File: src/rtl/fmf_pkg.sv
// ----------------------------------------------------------------------------
// fmf_pkg
// Shared constants and types of the fuzzy membership function core.
// ----------------------------------------------------------------------------
`timescale 1ns / 1ps

package fmf_pkg;

    localparam int SAMPLE_WIDTH_DEF     = 16;
    localparam int DEGREE_FRAC_BITS_DEF = 16;

    localparam int CFG_ADDR_W = 5;
    localparam int CFG_DATA_W = 32;

    localparam logic [2:0] REG_SHAPE = 3'd0;
    localparam logic [2:0] REG_A     = 3'd1;
    localparam logic [2:0] REG_B     = 3'd2;
    localparam logic [2:0] REG_C     = 3'd3;
    localparam logic [2:0] REG_D     = 3'd4;
    localparam logic [2:0] REG_M     = 3'd5;

    localparam logic [1:0] SHAPE_TRI   = 2'd0;
    localparam logic [1:0] SHAPE_GAMMA = 2'd1;
    localparam logic [1:0] SHAPE_S     = 2'd2;
    localparam logic [1:0] SHAPE_TRAP  = 2'd3;

    localparam logic [1:0] SEG_OUTSIDE = 2'd0;
    localparam logic [1:0] SEG_RISE    = 2'd1;
    localparam logic [1:0] SEG_TOP     = 2'd2;
    localparam logic [1:0] SEG_FALL    = 2'd3;

    typedef enum logic [2:0] {
        KIND_ZERO,
        KIND_ONE,
        KIND_LIN,
        KIND_SQ,
        KIND_SQ_UPPER
    } t_kind;

    typedef struct packed {
        t_kind      kind;
        logic [1:0] seg;
    } t_ctl;

endpackage

File: src/rtl/fmf_classify.sv
// ----------------------------------------------------------------------------
// fmf_classify
// Two stages: breakpoint compares and differences, then squaring for S.
// ----------------------------------------------------------------------------
`timescale 1ns / 1ps

module fmf_classify #(
    parameter int SAMPLE_WIDTH = fmf_pkg::SAMPLE_WIDTH_DEF
) (
    input  logic                        i_clk,
    input  logic                        i_rst_n,
    input  logic                        i_valid,
    input  logic [SAMPLE_WIDTH-1:0]     i_x,
    input  logic [1:0]                  i_shape,
    input  logic [SAMPLE_WIDTH-1:0]     i_a,
    input  logic [SAMPLE_WIDTH-1:0]     i_b,
    input  logic [SAMPLE_WIDTH-1:0]     i_c,
    input  logic [SAMPLE_WIDTH-1:0]     i_d,
    input  logic [SAMPLE_WIDTH-1:0]     i_m,
    input  logic                        i_ready,
    output logic                        o_ready,
    output logic                        o_valid,
    output fmf_pkg::t_ctl               o_ctl,
    output logic [2*SAMPLE_WIDTH+1:0]   o_num,
    output logic [2*SAMPLE_WIDTH+1:0]   o_den
);

    localparam int DIFF_W = SAMPLE_WIDTH + 1;
    localparam int DW     = 2 * SAMPLE_WIDTH + 2;

    logic signed [DIFF_W-1:0] xe, ae, be, ce, de, me;
    logic signed [DIFF_W:0]   x2, ac;

    fmf_pkg::t_ctl       n1_ctl;
    logic [DIFF_W-1:0]   n1_num, n1_den;

    logic                r1_valid;
    fmf_pkg::t_ctl       r1_ctl;
    logic [DIFF_W-1:0]   r1_num, r1_den;

    logic                r2_valid;
    fmf_pkg::t_ctl       r2_ctl;
    logic [DW-1:0]       r2_num, r2_den;
    logic [DW-1:0]       n2_num, n2_den;

    logic                rdy1, rdy2;

    assign xe = $signed({i_x[SAMPLE_WIDTH-1], i_x});
    assign ae = $signed({i_a[SAMPLE_WIDTH-1], i_a});
    assign be = $signed({i_b[SAMPLE_WIDTH-1], i_b});
    assign ce = $signed({i_c[SAMPLE_WIDTH-1], i_c});
    assign de = $signed({i_d[SAMPLE_WIDTH-1], i_d});
    assign me = $signed({i_m[SAMPLE_WIDTH-1], i_m});
    assign x2 = $signed({xe, 1'b0});
    assign ac = $signed({ae[DIFF_W-1], ae}) + $signed({ce[DIFF_W-1], ce});

    always_comb begin
        n1_ctl.kind = fmf_pkg::KIND_ZERO;
        n1_ctl.seg  = fmf_pkg::SEG_OUTSIDE;
        n1_num      = '0;
        n1_den      = '0;
        case (i_shape)
            fmf_pkg::SHAPE_TRI: begin
                if (xe <= ae || xe >= be) begin
                    n1_ctl.kind = fmf_pkg::KIND_ZERO;
                end else if (xe <= me) begin
                    n1_ctl.kind = fmf_pkg::KIND_LIN;
                    n1_ctl.seg  = fmf_pkg::SEG_RISE;
                    n1_num      = DIFF_W'(xe - ae);
                    n1_den      = DIFF_W'(me - ae);
                end else begin
                    n1_ctl.kind = fmf_pkg::KIND_LIN;
                    n1_ctl.seg  = fmf_pkg::SEG_FALL;
                    n1_num      = DIFF_W'(be - xe);
                    n1_den      = DIFF_W'(be - me);
                end
            end
            fmf_pkg::SHAPE_GAMMA: begin
                if (xe <= ae) begin
                    n1_ctl.kind = fmf_pkg::KIND_ZERO;
                end else if (xe < me) begin
                    n1_ctl.kind = fmf_pkg::KIND_LIN;
                    n1_ctl.seg  = fmf_pkg::SEG_RISE;
                    n1_num      = DIFF_W'(xe - ae);
                    n1_den      = DIFF_W'(me - ae);
                end else begin
                    n1_ctl.kind = fmf_pkg::KIND_ONE;
                    n1_ctl.seg  = fmf_pkg::SEG_TOP;
                end
            end
            fmf_pkg::SHAPE_S: begin
                if (xe < ae) begin
                    n1_ctl.kind = fmf_pkg::KIND_ZERO;
                end else if (x2 <= ac) begin
                    n1_ctl.seg = fmf_pkg::SEG_RISE;
                    if (ce <= ae) begin
                        n1_ctl.kind = fmf_pkg::KIND_ZERO;
                    end else begin
                        n1_ctl.kind = fmf_pkg::KIND_SQ;
                        n1_num      = DIFF_W'(xe - ae);
                        n1_den      = DIFF_W'(ce - ae);
                    end
                end else if (xe <= ce) begin
                    n1_ctl.kind = fmf_pkg::KIND_SQ_UPPER;
                    n1_ctl.seg  = fmf_pkg::SEG_RISE;
                    n1_num      = DIFF_W'(ce - xe);
                    n1_den      = DIFF_W'(ce - ae);
                end else begin
                    n1_ctl.kind = fmf_pkg::KIND_ONE;
                    n1_ctl.seg  = fmf_pkg::SEG_TOP;
                end
            end
            default: begin
                if (xe <= ae || xe >= de) begin
                    n1_ctl.kind = fmf_pkg::KIND_ZERO;
                end else if (xe <= be) begin
                    n1_ctl.kind = fmf_pkg::KIND_LIN;
                    n1_ctl.seg  = fmf_pkg::SEG_RISE;
                    n1_num      = DIFF_W'(xe - ae);
                    n1_den      = DIFF_W'(be - ae);
                end else if (xe <= ce) begin
                    n1_ctl.kind = fmf_pkg::KIND_ONE;
                    n1_ctl.seg  = fmf_pkg::SEG_TOP;
                end else begin
                    n1_ctl.kind = fmf_pkg::KIND_LIN;
                    n1_ctl.seg  = fmf_pkg::SEG_FALL;
                    n1_num      = DIFF_W'(de - xe);
                    n1_den      = DIFF_W'(de - ce);
                end
            end
        endcase
    end

    // squared ratio for the S shape, plain ratio otherwise
    always_comb begin
        if (r1_ctl.kind == fmf_pkg::KIND_SQ || r1_ctl.kind == fmf_pkg::KIND_SQ_UPPER) begin
            n2_num = DW'(r1_num) * DW'(r1_num);
            n2_den = DW'(r1_den) * DW'(r1_den);
        end else begin
            n2_num = DW'(r1_num);
            n2_den = DW'(r1_den);
        end
    end

    assign rdy2    = !r2_valid || i_ready;
    assign rdy1    = !r1_valid || rdy2;
    assign o_ready = rdy1;

    always_ff @(posedge i_clk) begin
        if (!i_rst_n) begin
            r1_valid <= 1'b0;
            r2_valid <= 1'b0;
        end else begin
            if (rdy1) begin
                r1_valid <= i_valid;
            end
            if (rdy2) begin
                r2_valid <= r1_valid;
            end
        end
    end

    always_ff @(posedge i_clk) begin
        if (rdy1) begin
            r1_ctl <= n1_ctl;
            r1_num <= n1_num;
            r1_den <= n1_den;
        end
        if (rdy2) begin
            r2_ctl <= r1_ctl;
            r2_num <= n2_num;
            r2_den <= n2_den;
        end
    end

    assign o_valid = r2_valid;
    assign o_ctl   = r2_ctl;
    assign o_num   = r2_num;
    assign o_den   = r2_den;

endmodule

File: src/rtl/fmf_divider.sv
// ----------------------------------------------------------------------------
// fmf_divider
// Pipelined restoring divider, one quotient bit per stage.
// Quotient is floor(num * 2^(DEGREE_FRAC_BITS+2) / den) for num <= den.
// ----------------------------------------------------------------------------
`timescale 1ns / 1ps

module fmf_divider #(
    parameter int SAMPLE_WIDTH     = fmf_pkg::SAMPLE_WIDTH_DEF,
    parameter int DEGREE_FRAC_BITS = fmf_pkg::DEGREE_FRAC_BITS_DEF
) (
    input  logic                            i_clk,
    input  logic                            i_rst_n,
    input  logic                            i_valid,
    input  fmf_pkg::t_ctl                   i_ctl,
    input  logic [2*SAMPLE_WIDTH+1:0]       i_num,
    input  logic [2*SAMPLE_WIDTH+1:0]       i_den,
    input  logic                            i_ready,
    output logic                            o_ready,
    output logic                            o_valid,
    output fmf_pkg::t_ctl                   o_ctl,
    output logic [DEGREE_FRAC_BITS+2:0]     o_quo
);

    localparam int DW = 2 * SAMPLE_WIDTH + 2;
    localparam int QW = DEGREE_FRAC_BITS + 3;
    localparam int NS = QW;

    logic [NS-1:0]   r_valid;
    fmf_pkg::t_ctl   r_ctl [NS];
    logic [DW-1:0]   r_den [NS];
    logic [DW-1:0]   r_rem [NS];
    logic [QW-1:0]   r_quo [NS];

    logic [DW-1:0]   n_rem [NS];
    logic [QW-1:0]   n_quo [NS];
    logic [NS:0]     rdy;

    always_comb begin
        logic          ge;
        logic [DW:0]   sh;
        ge = i_num >= i_den;
        n_rem[0] = ge ? i_num - i_den : i_num;
        n_quo[0] = QW'(ge);
        for (int k = 1; k < NS; k++) begin
            sh       = {r_rem[k-1], 1'b0};
            ge       = sh >= {1'b0, r_den[k-1]};
            n_rem[k] = ge ? DW'(sh - {1'b0, r_den[k-1]}) : DW'(sh);
            n_quo[k] = {r_quo[k-1][QW-2:0], ge};
        end
    end

    always_comb begin
        rdy[NS] = i_ready;
        for (int k = NS - 1; k >= 0; k--) begin
            rdy[k] = !r_valid[k] || rdy[k+1];
        end
    end

    assign o_ready = rdy[0];

    always_ff @(posedge i_clk) begin
        if (!i_rst_n) begin
            r_valid <= '0;
        end else begin
            if (rdy[0]) begin
                r_valid[0] <= i_valid;
            end
            for (int k = 1; k < NS; k++) begin
                if (rdy[k]) begin
                    r_valid[k] <= r_valid[k-1];
                end
            end
        end
    end

    always_ff @(posedge i_clk) begin
        if (rdy[0]) begin
            r_ctl[0] <= i_ctl;
            r_den[0] <= i_den;
            r_rem[0] <= n_rem[0];
            r_quo[0] <= n_quo[0];
        end
        for (int k = 1; k < NS; k++) begin
            if (rdy[k]) begin
                r_ctl[k] <= r_ctl[k-1];
                r_den[k] <= r_den[k-1];
                r_rem[k] <= n_rem[k];
                r_quo[k] <= n_quo[k];
            end
        end
    end

    assign o_valid = r_valid[NS-1];
    assign o_ctl   = r_ctl[NS-1];
    assign o_quo   = r_quo[NS-1];

endmodule

File: src/rtl/fmf_finish.sv
// ----------------------------------------------------------------------------
// fmf_finish
// Rounding, S upper-part complement, saturation and the output register.
// ----------------------------------------------------------------------------
`timescale 1ns / 1ps

module fmf_finish #(
    parameter int DEGREE_FRAC_BITS = fmf_pkg::DEGREE_FRAC_BITS_DEF
) (
    input  logic                            i_clk,
    input  logic                            i_rst_n,
    input  logic                            i_valid,
    input  fmf_pkg::t_ctl                   i_ctl,
    input  logic [DEGREE_FRAC_BITS+2:0]     i_quo,
    input  logic                            i_stall,
    output logic                            o_ready,
    output logic                            o_valid,
    output logic [DEGREE_FRAC_BITS:0]       o_degree,
    output logic [1:0]                      o_segment
);

    localparam int QW = DEGREE_FRAC_BITS + 3;
    localparam logic [QW-1:0] ONE = QW'(1) << DEGREE_FRAC_BITS;

    logic [QW-1:0]              t_sq, t_lin, deg;
    logic [DEGREE_FRAC_BITS:0]  n_degree;

    logic                       r_valid;
    logic [DEGREE_FRAC_BITS:0]  r_degree;
    logic [1:0]                 r_segment;

    // quotient carries two guard bits beyond the linear result
    assign t_sq  = (i_quo + QW'(1)) >> 1;
    assign t_lin = ((i_quo >> 1) + QW'(1)) >> 1;

    always_comb begin
        case (i_ctl.kind)
            fmf_pkg::KIND_ZERO:     deg = '0;
            fmf_pkg::KIND_ONE:      deg = ONE;
            fmf_pkg::KIND_LIN:      deg = t_lin;
            fmf_pkg::KIND_SQ:       deg = t_sq;
            fmf_pkg::KIND_SQ_UPPER: deg = (t_sq >= ONE) ? '0 : ONE - t_sq;
            default:                deg = '0;
        endcase
        n_degree = (deg > ONE) ? ONE[DEGREE_FRAC_BITS:0] : deg[DEGREE_FRAC_BITS:0];
    end

    assign o_ready = !r_valid || !i_stall;

    always_ff @(posedge i_clk) begin
        if (!i_rst_n) begin
            r_valid <= 1'b0;
        end else if (o_ready) begin
            r_valid <= i_valid;
        end
    end

    always_ff @(posedge i_clk) begin
        if (o_ready) begin
            r_degree  <= n_degree;
            r_segment <= i_ctl.seg;
        end
    end

    assign o_valid   = r_valid;
    assign o_degree  = r_degree;
    assign o_segment = r_segment;

endmodule

File: src/rtl/fuzzy_membership_function_core.sv
// ----------------------------------------------------------------------------
// fuzzy_membership_function_core
// Fuzzy membership degree of a signed sample for a triangular, gamma, S or
// trapezoidal shape, selected and shaped by APB registers.
//
//   channel  | valid    | stall    | payload
//   ---------+----------+----------+-------------------------
//   sample   | i_valid  | o_stall  | i_sample_x
//   degree   | o_valid  | i_stall  | o_degree, o_segment
//   config   | APB      | -        | paddr, pwdata, prdata
//
// One beat per clock while the output is not stalled. Pipeline: two compare and
// square stages, one divider stage per quotient bit, one output stage.
// Stalls collapse bubbles stage by stage; o_stall rises only when every
// stage holds a beat and the output beat is stalled.
// Synchronous active-low reset clears valid bits and configuration registers.
// ----------------------------------------------------------------------------
`timescale 1ns / 1ps

module fuzzy_membership_function_core #(
    parameter int SAMPLE_WIDTH     = fmf_pkg::SAMPLE_WIDTH_DEF,
    parameter int DEGREE_FRAC_BITS = fmf_pkg::DEGREE_FRAC_BITS_DEF
) (
    input  logic                                i_clk,
    input  logic                                i_rst_n,
    input  logic                                psel,
    input  logic                                penable,
    input  logic                                pwrite,
    input  logic [fmf_pkg::CFG_ADDR_W-1:0]      paddr,
    input  logic [fmf_pkg::CFG_DATA_W-1:0]      pwdata,
    output logic [fmf_pkg::CFG_DATA_W-1:0]      prdata,
    output logic                                pready,
    input  logic                                i_valid,
    output logic                                o_stall,
    input  logic [SAMPLE_WIDTH-1:0]             i_sample_x,
    output logic                                o_valid,
    input  logic                                i_stall,
    output logic [DEGREE_FRAC_BITS:0]           o_degree,
    output logic [1:0]                          o_segment
);

    localparam int DW = 2 * SAMPLE_WIDTH + 2;
    localparam int QW = DEGREE_FRAC_BITS + 3;

    logic [1:0]               r_shape;
    logic [SAMPLE_WIDTH-1:0]  r_a, r_b, r_c, r_d, r_m;
    logic [2:0]               reg_idx;
    logic                     wr_en;

    logic                     cls_ready, cls_valid;
    fmf_pkg::t_ctl            cls_ctl;
    logic [DW-1:0]            cls_num, cls_den;

    logic                     div_ready, div_valid;
    fmf_pkg::t_ctl            div_ctl;
    logic [QW-1:0]            div_quo;

    logic                     fin_ready;

    assign pready  = 1'b1;
    assign reg_idx = paddr[fmf_pkg::CFG_ADDR_W-1:2];
    assign wr_en   = psel && penable && pwrite && pready;

    always_ff @(posedge i_clk) begin
        if (!i_rst_n) begin
            r_shape <= fmf_pkg::SHAPE_TRI;
            r_a     <= '0;
            r_b     <= '0;
            r_c     <= '0;
            r_d     <= '0;
            r_m     <= '0;
        end else if (wr_en) begin
            case (reg_idx)
                fmf_pkg::REG_SHAPE: r_shape <= pwdata[1:0];
                fmf_pkg::REG_A:     r_a     <= pwdata[SAMPLE_WIDTH-1:0];
                fmf_pkg::REG_B:     r_b     <= pwdata[SAMPLE_WIDTH-1:0];
                fmf_pkg::REG_C:     r_c     <= pwdata[SAMPLE_WIDTH-1:0];
                fmf_pkg::REG_D:     r_d     <= pwdata[SAMPLE_WIDTH-1:0];
                fmf_pkg::REG_M:     r_m     <= pwdata[SAMPLE_WIDTH-1:0];
                default: ;
            endcase
        end
    end

    always_comb begin
        case (reg_idx)
            fmf_pkg::REG_SHAPE: prdata = fmf_pkg::CFG_DATA_W'(r_shape);
            fmf_pkg::REG_A:     prdata = fmf_pkg::CFG_DATA_W'(r_a);
            fmf_pkg::REG_B:     prdata = fmf_pkg::CFG_DATA_W'(r_b);
            fmf_pkg::REG_C:     prdata = fmf_pkg::CFG_DATA_W'(r_c);
            fmf_pkg::REG_D:     prdata = fmf_pkg::CFG_DATA_W'(r_d);
            fmf_pkg::REG_M:     prdata = fmf_pkg::CFG_DATA_W'(r_m);
            default:            prdata = '0;
        endcase
    end

    fmf_classify #(
        .SAMPLE_WIDTH (SAMPLE_WIDTH)
    ) u_classify (
        .i_clk   (i_clk),
        .i_rst_n (i_rst_n),
        .i_valid (i_valid),
        .i_x     (i_sample_x),
        .i_shape (r_shape),
        .i_a     (r_a),
        .i_b     (r_b),
        .i_c     (r_c),
        .i_d     (r_d),
        .i_m     (r_m),
        .i_ready (div_ready),
        .o_ready (cls_ready),
        .o_valid (cls_valid),
        .o_ctl   (cls_ctl),
        .o_num   (cls_num),
        .o_den   (cls_den)
    );

    fmf_divider #(
        .SAMPLE_WIDTH     (SAMPLE_WIDTH),
        .DEGREE_FRAC_BITS (DEGREE_FRAC_BITS)
    ) u_divider (
        .i_clk   (i_clk),
        .i_rst_n (i_rst_n),
        .i_valid (cls_valid),
        .i_ctl   (cls_ctl),
        .i_num   (cls_num),
        .i_den   (cls_den),
        .i_ready (fin_ready),
        .o_ready (div_ready),
        .o_valid (div_valid),
        .o_ctl   (div_ctl),
        .o_quo   (div_quo)
    );

    fmf_finish #(
        .DEGREE_FRAC_BITS (DEGREE_FRAC_BITS)
    ) u_finish (
        .i_clk     (i_clk),
        .i_rst_n   (i_rst_n),
        .i_valid   (div_valid),
        .i_ctl     (div_ctl),
        .i_quo     (div_quo),
        .i_stall   (i_stall),
        .o_ready   (fin_ready),
        .o_valid   (o_valid),
        .o_degree  (o_degree),
        .o_segment (o_segment)
    );

    assign o_stall = !cls_ready;

endmodule

File: config.mk
export PLATFORM = sky130hd
export DESIGN_NAME = fuzzy_membership_function_core
export DESIGN_NICKNAME = d
export VERILOG_FILES = /design/src/rtl/fmf_pkg.sv /design/src/rtl/fmf_classify.sv /design/src/rtl/fmf_divider.sv /design/src/rtl/fmf_finish.sv /design/src/rtl/fuzzy_membership_function_core.sv
export SDC_FILE = /design/constraint.sdc
export NUM_CORES = 2
export LEC_CHECK = 0
export BUFFER_PORTS_ARGS = -buffer_cell sky130_fd_sc_hd__buf_2
export CORE_UTILIZATION = 40
export CTS_BUF_LIST = sky130_fd_sc_hd__clkbuf_8
export DETAILED_ROUTE_END_ITERATION = 8
export PLACE_DENSITY = 0.66
export RECOVER_POWER = 50
export SYNTH_ARGS = -nofsm -noshare
export SYNTH_HDL_FRONTEND = slang
export SYNTH_SLANG_ARGS = --single-unit
File: constraint.sdc
create_clock -name i_clk -period 9.7 [get_ports i_clk]
set_clock_uncertainty 0.15 [all_clocks]
set_input_delay 1.94 -clock i_clk [delete_from_list [all_inputs] [get_ports i_clk]]
set_output_delay 1.94 -clock i_clk [all_outputs]
set_load 0.01 [all_outputs]
==> impl_metrics.toml <==
[status]
status = "finished with violations"
violations = "capacitance limit, slew limit"

[clock_tree]
clockBufferDepth = 4
clk_pin_slew_ns = 0.06
cts.sinks = 1744
post_cts_buffers = 0
clk_latency_ns = 0.95
htree_levels = 5
cts_buffers = 308
cts_hold_buf = 0
cts_tree = "done"
clockRootBuffer = "clkbuf_8"
cts_resized = 0

[sta]
rsz0062_at_grt = "no"
relSlewSlack_pct = -173
slew_viol_final = 834
finalCritPeriodShare_pct = 81.7
tightest_slew_ns = 4.10
max_freq_mhz = 126
finalSetupViolCount = 0
tns_ns = 0
holdWs_ns = 0.234
finalHoldViolCount = 0
period_minus_slack_ns = 7.92

[placement]
io_buffers = 78
hpwl_mm = 226
gp_congestion = 0.927

[floorplanning]
core_area_um2 = 297000
dieHeight_um = 549
die_x_um = 549
pin_count = 114
dieArea_um2 = 301000
row_count = 200
initial_core_util_pct = 40.2

[worst_setup_path]
path_cells = "nand2_1 > fa_1 > inv_1 > fa_1 > fa_1 > fa_1 > fa_1 > inv_1 > fa_1 > inv_1 > ha_1 > a211o_1 > or3_1 > a211o_1 > a2111oi_0 > nor3_1 > a311oi_1 > xor2_1 > nor2_1"
max_stage_delay_ns = 1.02
path_max_fanout = 19
worstSetupPathType = "reg2reg"
start_kind = "flip-flop"
cp.arrival_ns = 8.28
cp_slowest_cell = "edfxtp_1"
cp-end-kind = "flip-flop"
required_ns = 10.06
crit_top_cell = "fa_1"

[cells_and_area]
area_delta_synth_final_pct = 8.62
fin_util_pct = 43.7
fillers = 28146
nets = 13154
drive_gt1_share_pct = 6.54

[route]
drtPass1Iterations = 6
num_vias = 84001
drt-total-wl_mm = 292
ant_nets = 0
wire_per_inst_um = 18.5
drcViolationCount = 0
drtIter0Drc = 6152
viasPerCell = 5.32

[global_route]
grt_pass1_vias = 81400
grt_pass1_wl_mm = 456
grt_usage_pct = 19.1
grt_max_degree = 105
grt_antenna_before_repair = 6
grt-ovfl-total = 0

[pwr]
irDropWorstVdd_uv = 137
p_seq_share_pct = 34.1
p_sw_mw = 14.3
share_comb_of_total_power_pct = 47.9
fin_total_pwr_mw = 36.3
clkPwrFrac_pct = 18.0
switching_share_pct = 39.4
power.leakage_nw = 53.9
intPower_mw = 22.0
p_per_area_nw_per_um2 = 280

[synthesis]
synth-warning-count = 0
postSynthCellCount = 11439
synth.most_common_cell = "edfxtp_1"
synth.cell_area_um2 = 119000
synth_area_leaders = "edfxtp_1 41%, ha_1 11%, fa_1 6.9%"
synth_edf_count = 1640
synth.top_cells.by_count = "1,640 x edfxtp_1, 1,494 x inv_1, 1,055 x ha_1, 896 x nand2_1, 816 x a21oi_1"
async_reset_ff_share_pct = 0
yosys.area.top_type = "edfxtp_1"
synth_top_area_share_pct = 41.2
ys_seq_elements = 1744
yosysSeqAreaShare_pct = 43.0
ys_types = 108
synth.avg_cell_area_um2 = 10.4
synth_ff_type = "edfxtp_1"

[job]
max-cap-violations = 17

[hold_path]
hp-class = "reg2reg"
[layout by cell type (no fill, tap or decap), types with 65 or more instances in the layout]
master       n
o21ai_0    550
and2_1     143
a21boi_0   103
ha_1      1055
nand2_1    894
dfxtp_1    104
inv_1     1580
nor3_1     158
nand3_1    161
nor2b_1    109
nand4_1    116
fa_1       410
xnor2_1    437
a21o_1     403
edfxtp_1  1640
clkbuf_8   323
a21oi_1    817
nand2b_1   111
o21bai_1   103
mux2_2     155
xor2_1     269
o21a_1     144
nor2_1     676
and3_1      65
a211oi_1    79
a31oi_1     75
[through the flow]
step           setup WS, ns  area [um2]  cells
3_5_place_dp           1.92      124000  15258
3_3_place_gp           1.99      124000  15258
2_1_floorplan          2.43      120000  11454
5_1_grt                1.33      130000  15798
6_report               1.78      130000  15798
4_1_cts                1.86      130000  15796
[state kept, by name (all words and copies together) (netlist names), 17 cells and up]
| name | count |
|---|---|
| u_divider.r_rem | 612 |
| u_classify.r1_den | 17 |
| u_classify.r1_num | 17 |
| u_divider.r_valid | 19 |
| u_classify.o_num | 34 |
| u_finish.o_degree | 17 |
| u_divider.r_ctl | 95 |
| u_classify.o_den | 34 |
| u_divider.r_den | 612 |
| u_divider.r_quo | 190 |
[metal layers]
metal | global-route usage (%) | wire length (um) | up-vias
met5 | 0 | 11 | -
met4 | 6.91 | 10600 | 2
met3 | 2.48 | 14700 | 548
met2 | 32.4 | 139000 | 2223
met1 | 24.9 | 127000 | 40188
li1 | - | - | 41040
[kinds of logic after synthesis]
group	count (synthesis)	synth area share, %
buffers and inverters	1776	5.70
muxes	245	2.26
and+or+nand+nor	2692	10.7
AOI/OAI and AO/OA	2809	15.2
DFF	1744	43.0
xor gates and xnor gates	706	5.18
adders and majority gates	1465	17.9
other	2	0.00629
[layout make-up]
| type | instances | area [um2] | share of cell area, % |
|---|---|---|---|
| antenna | 2 | 5.00 | 0.00386 |
| clock buffer | 323 | 4450 | 3.43 |
| clock inverter | 215 | 1330 | 1.02 |
| inverter | 1498 | 5630 | 4.34 |
| multi-input combinational | 7934 | 61300 | 47.2 |
| sequential | 1744 | 51300 | 39.6 |
| tap | 3939 | 4930 | 3.80 |
| timing repair buffer | 143 | 802 | 0.618 |
[power groups by stage]
| stage | combinational [mW] | clock [mW] | sequential [mW] |
|---|---|---|---|
| final | 17.4 | 6.54 | 12.4 |
| after detailed placement | 17.3 | 0 | 12.5 |
| after global placement | 17.1 | 0 | 12.5 |
| after floorplan | 13.5 | 0 | 11.8 |
| after global routing | 19.3 | 7.03 | 12.5 |
| after CTS | 17.4 | 6.74 | 12.4 |
[final timing paths]
kind | startpoint | endpoint | slack (ns) | cells after the start
max | u_classify.r1_num[5]$_DFFE_PN_ | u_classify.o_num[32]$_SDFFCE_PN0P_ | 1.78 | 19
min | u_divider.r_quo[14][13]$_DFFE_PP_ | u_divider.r_quo[15][14]$_DFFE_PP_ | 0.23 | 0
max reg2reg | u_classify.r1_num[5]$_DFFE_PN_ | u_classify.o_num[32]$_SDFFCE_PN0P_ | 1.78 | 19
min reg2reg | u_divider.r_quo[14][13]$_DFFE_PP_ | u_divider.r_quo[15][14]$_DFFE_PP_ | 0.23 | 0
[critical path, delay by kind of cell (launching register included)]
family,cells,cell delay [ns]
XOR/XNOR,1,0.19
flip-flops,1,1.02
AO/OA/AOI/OAI,4,1.63
buffers and inverters,3,0.16
adder cells (fa/ha/maj),7,3.51
AND/OR/NAND/NOR,4,0.84
Note: power is estimated with default switching activity, not from simulation.
